## src/hw/rtl/lbr_pkg.sv

```systemverilog
// Shared types, widths and codes for the letterbox bilinear resizer.
package lbr_pkg;

  localparam int MAX_WIDTH_DEF  = 256;
  localparam int MAX_HEIGHT_DEF = 256;
  localparam int MAX_PLANES_DEF = 3;

  localparam int DIM_W   = 9;   // register and scaled-size width
  localparam int NUM_W   = 26;  // dividend width of the shared divider
  localparam int FRAC_W  = 16;
  localparam int WGT_W   = FRAC_W + 1;
  localparam int XACC_W  = 25;
  localparam int PROD_W  = XACC_W + WGT_W;
  localparam int CNT_W   = $clog2(NUM_W + 1);

  localparam logic [WGT_W-1:0] FRAC_ONE = WGT_W'(1) << FRAC_W;

  localparam logic OP_LOAD  = 1'b0;
  localparam logic OP_FETCH = 1'b1;

  localparam logic [2:0] REG_SRC_W  = 3'd0;
  localparam logic [2:0] REG_SRC_H  = 3'd1;
  localparam logic [2:0] REG_BOX_W  = 3'd2;
  localparam logic [2:0] REG_BOX_H  = 3'd3;
  localparam logic [2:0] REG_PLANES = 3'd4;

  typedef enum logic [4:0] {
    S_IDLE, S_BOUND, S_PROD1, S_PROD2, S_SCALE, S_SCALE_W, S_PLACE, S_TEST,
    S_YSETUP, S_YDIV1, S_YDIV1_W, S_YDIV2, S_YDIV2_W,
    S_XSETUP, S_XDIV1, S_XDIV1_W, S_XDIV2, S_XDIV2_W,
    S_RD, S_MUL, S_ACC, S_YMUL, S_YACC, S_DONE
  } lbr_state_t;

  // zero reads as one, above hi saturates
  function automatic logic [DIM_W-1:0] clamp_dim(input logic [DIM_W-1:0] v, input int hi);
    int x;
    x = (v == '0) ? 1 : int'(v);
    if (x > hi) x = hi;
    return x[DIM_W-1:0];
  endfunction

  function automatic logic [1:0] clamp_planes(input logic [1:0] v, input int hi);
    int x;
    x = (v == 2'd0) ? 1 : int'(v);
    if (x > hi) x = hi;
    return x[1:0];
  endfunction

endpackage

```

## src/hw/rtl/lbr_div.sv

```systemverilog
// Bit-serial restoring divider shared by the scaling, index and fraction steps.
module lbr_div
  import lbr_pkg::*;
(
  input  logic              clk,
  input  logic              rst,
  input  logic              start,
  input  logic [NUM_W-1:0]  num,
  input  logic [DIM_W-1:0]  den,
  output logic              done,
  output logic [NUM_W-1:0]  quo,
  output logic [DIM_W-1:0]  rem
);

  logic [CNT_W-1:0] cnt;
  logic             running;
  logic [DIM_W-1:0] den_r;
  logic [DIM_W:0]   trial;
  logic             fits;

  assign trial = {rem, quo[NUM_W-1]};
  assign fits  = trial >= {1'b0, den_r};

  always_ff @(posedge clk) begin
    if (rst) begin
      running <= 1'b0;
      done    <= 1'b0;
      cnt     <= '0;
    end else begin
      done <= 1'b0;
      if (start) begin
        running <= 1'b1;
        cnt     <= CNT_W'(NUM_W);
      end else if (running) begin
        cnt <= cnt - 1'b1;
        if (cnt == CNT_W'(1)) begin
          running <= 1'b0;
          done    <= 1'b1;
        end
      end
    end
  end

  always_ff @(posedge clk) begin
    if (start) begin
      quo   <= num;
      rem   <= '0;
      den_r <= den;
    end else if (running) begin
      rem <= fits ? DIM_W'(trial - {1'b0, den_r}) : trial[DIM_W-1:0];
      quo <= {quo[NUM_W-2:0], fits};
    end
  end

endmodule

```

## config.mk

```make
export PLATFORM = sky130hd
export DESIGN_NAME = lbr_div
export DESIGN_NICKNAME = d
export VERILOG_FILES = /design/src/hw/rtl/lbr_pkg.sv /design/src/hw/rtl/lbr_div.sv
export SDC_FILE = /design/constraint.sdc
export NUM_CORES = 1
export LEC_CHECK = 0
export ABC_CLOCK_PERIOD_IN_PS = 2300
export BUFFER_PORTS_ARGS = -buffer_cell sky130_fd_sc_hd__buf_4
export CAP_MARGIN = 25
export CORE_UTILIZATION = 30
export CTS_CLUSTER_SIZE = 40
export DETAILED_ROUTE_END_ITERATION = 10
export PLACE_DENSITY_LB_ADDON = 0.15
export SLEW_MARGIN = 20
export SYNTH_ARGS = -nofsm -noshare
export SYNTH_HDL_FRONTEND = slang
export SYNTH_SLANG_ARGS = --single-unit
export TNS_END_PERCENT = 50
```

## constraint.sdc

```tcl
create_clock -name clk -period 2.3 [get_ports clk]
set_input_delay 0.46 -clock clk [delete_from_list [all_inputs] [get_ports clk]]
set_output_delay 0.46 -clock clk [all_outputs]
set_load 0.05 [all_outputs]
```

==> results.json <==
{
  "initial_core_util_pct": 31.65,
  "synth_commonest_cells": "edfxtp_1 (35), mux2_2 (26), inv_1 (17)",
  "cp_slowest_stage_delay_ps": 410,
  "via_count": 1891,
  "cp_cell_sequence": "inv_2 > ha_4 > inv_2 > fa_2 > a211oi_4 > o31ai_4 > a211oi_4 > buf_4 > mux2i_1 > o22ai_1",
  "arrival_ps": 2600,
  "hold_path.startpoint": "den[0]",
  "crit_family": "compound AO/OA/AOI/OAI gates",
  "hold_path.class": "in2reg",
  "dieArea_sq_um": 8689,
  "p_sw_w": 0.0007626,
  "cts_num_sinks": 51,
  "clk_pin_slew_ps": 100,
  "clock_path_buffers": 2,
  "busiest_layer": "met2",
  "syn_inst": 199,
  "core_area_sq_um": 7888,
  "synth_top_area_cell": "edfxtp_1",
  "status": "complete, but fails checks",
  "grt_max_degree": 33,
  "grt_util_met1_pct": 17.92,
  "grtUsageMet3_pct": 4.146,
  "fin_area_sq_um": 3473,
  "fin_nets": 347,
  "viasPerCell": 4.728,
  "ys_warn_count": 0,
  "place_area_sq_um": 3316,
  "synth_fp_nets": 249,
  "required_ps": 2490,
  "die_h_um": 93.22,
  "p_int_w": 0.001564,
  "drc_errors": 0,
  "worstSetupStartpoint": "quo[25]",
  "worst_setup_path_start_kind": "flip-flop",
  "slowest_stage": "edfxtp_1",
  "synth_area_leaders": "edfxtp_1 (42%), dfxtp_1 (13%), mux2_2 (12%)",
  "setup_slack_ps": -117.4,
  "row_count": 32,
  "endpoint_kind": "flip-flop",
  "cts_buffers": 5,
  "rr_startpoint": "quo[25]",
  "ir_drop_v": 0.0003610,
  "drtIter0Drc": 56,
  "die_x_um": 93.22,
  "period_share_pct": 105.1,
  "ys.flop_type": "edfxtp_1",
  "cts_hold_buf": 0,
  "final_hold_viol_count": 0,
  "setup-violations-final": 8,
  "leakage_nw": 1.517,
  "grt_pass1_wl_mm": 9.356,
  "power_density_nw_per_um2": 670.0,
  "drt-total-wl_mm": 5.756,
  "portBuffers": 73,
  "antenna_found_initial": 0,
  "netlist-cell-type-count": 44,
  "seq_power_share_pct": 47.9,
  "slew_headroom_pct": 67.63,
  "fmax_mhz": 413.7,
  "violations": "setup timing",
  "rsz0062_at_grt": "true",
  "maxSlewViolCount": 0,
  "synth-seq-area-share_pct": 54.94,
  "insertedDiodeCount": 0,
  "hpwlAfterDp_mm": 4.181,
  "worstPathMaxFanout": 6,
  "timing.reg2reg.setup_slack_ps": -120,
  "gp_congestion": 0.8060,
  "synth_area_sq_um": 2496,
  "synth.most_common_cell": "edfxtp_1",
  "track_usage_pct": 13.99,
  "use_met2_pct": 22.92,
  "syn_area_per_cell_sq_um": 12.54,
  "p_clk_share_pct": 23.6,
  "cap_violations": 0,
  "ios": 74,
  "grt_overflow": 0,
  "synth-edff-count": 35,
  "tritoncts": "built",
  "grt_pass1_vias": 1899,
  "area_growth_pct": 39.15,
  "synthArstFlopShare_pct": 0,
  "final_antenna_net_count": 0,
  "drive_above_1_share_pct": 48.32,
  "worst-path-buf-inv": 3,
  "firstDrtPassIters": 4,
  "cts_root_buffer": "clkbuf_8",
  "yosysTopAreaCellShare_pct": 42.11,
  "setup_tns_ps": -654.4,
  "combPwrFrac_pct": 28.4,
  "synth_seq_cells": 51,
  "detail_route.wl_per_cell_um": 14.39,
  "cts.htree.levels": 2,
  "final_util_pct": 44.04,
  "finalCriticalPeriod_ps": 2417,
  "tightest_slew_ps": 484.6,
  "skew_ps": 12.62,
  "clock_latency_ps": 310,
  "worst-setup-path-type": "reg2reg",
  "p_sw_share_pct": 32.77
}
metal layers:
layer	vias to the layer above	share of wire [%]
li1	930	-
met1	893	46
met2	62	46
met3	6	7.0
met4	0	1.0
met5	-	0
sequential cells by signal (all words and copies together) (netlist names):
name     flops
done         1
den_r        9
cnt          5
running      1
quo         26
rem          9
layout by cell type, fill, tap and decap left out, drive strengths merged, types with 7 or more instances in the layout:
| cell type | synthesis | routed |
|---|---|---|
| ha | 11 | 11 |
| nand2 | 8 | 8 |
| edfxtp | 35 | 35 |
| xor2 | 7 | 7 |
| inv | 17 | 18 |
| dfxtp | 16 | 16 |
| mux2 | 26 | 26 |
| a21oi | 7 | 7 |
| nor2 | 14 | 14 |
| buf | 4 | 98 |
worst reg2reg max path, cell delays in order (launching register included):
cell and delay, ps:
edfxtp_1 410, inv_2 80, ha_4 120, inv_2 40, fa_2 380, a211oi_4 320, o31ai_4 120, a211oi_4 370
buf_4 180, mux2i_1 200, o22ai_1 90
area by class of cell:
| class | count | area, sq um |
|---|---|---|
| flip-flops and latches | 51 | 1371 |
| well taps | 102 | 127.6 |
| inverters | 17 | 63.81 |
| fillers | 768 | 4414 |
| clock inverters | 3 | 23.77 |
| repair buffers | 98 | 759.5 |
| multi-input cells | 124 | 1059 |
| clock buffers | 5 | 68.82 |
path summary, 6_finish.rpt:
check                           cells after the start        to
worst max-delay path                               10    rem[6]
worst min-delay path                                1  den_r[0]
worst max register to register                     10    rem[6]
worst min register to register                      2    rem[2]
power groups by stage:
stage          Sequential [W]  Combinational (W)  Clock, W
2_1_floorplan         0.00132           0.000228         0
3_3_place_gp          0.00113           0.000646         0
3_5_place_dp          0.00113           0.000648         0
4_1_cts               0.00112           0.000659  0.000573
5_1_grt               0.00113           0.000710  0.000606
6_report              0.00111           0.000662  0.000550
logic make-up after synthesis:
kind of cell    count (synthesis)  synth area share [%]
mux                            32                 14.14
xor+xnor                        9                 3.158
fa+ha+maj                      12                 6.316
buf+inv                        24                 3.809
simple gates                   44                 8.973
flops                          51                 54.94
compound gates                 27                 8.672
repair_timing:
| action | CTS | global route |
|---|---|---|
| resized for setup | 3 | 4 |
| setup endpoints to repair | 9 | 10 |
| buffers inserted | 3 | 2 |
| pin swaps | 5 | 8 |
per-stage QoR:
step / std cells / hold slack, ps / worst slack (ps) / power [W]
after global routing: 400 / 302.1 / -270.5 / 0.002443
after global placement: 387 / 506.7 / -80.72 / 0.001781
final: 400 / 318.3 / -117.4 / 0.002327
after CTS: 398 / 307.0 / -92.22 / 0.002347
after floorplan: 199 / 517.8 / -314.7 / 0.001552
after detailed placement: 387 / 504.8 / -147.9 / 0.001782
Note: power is estimated with default switching activity, not from simulation.
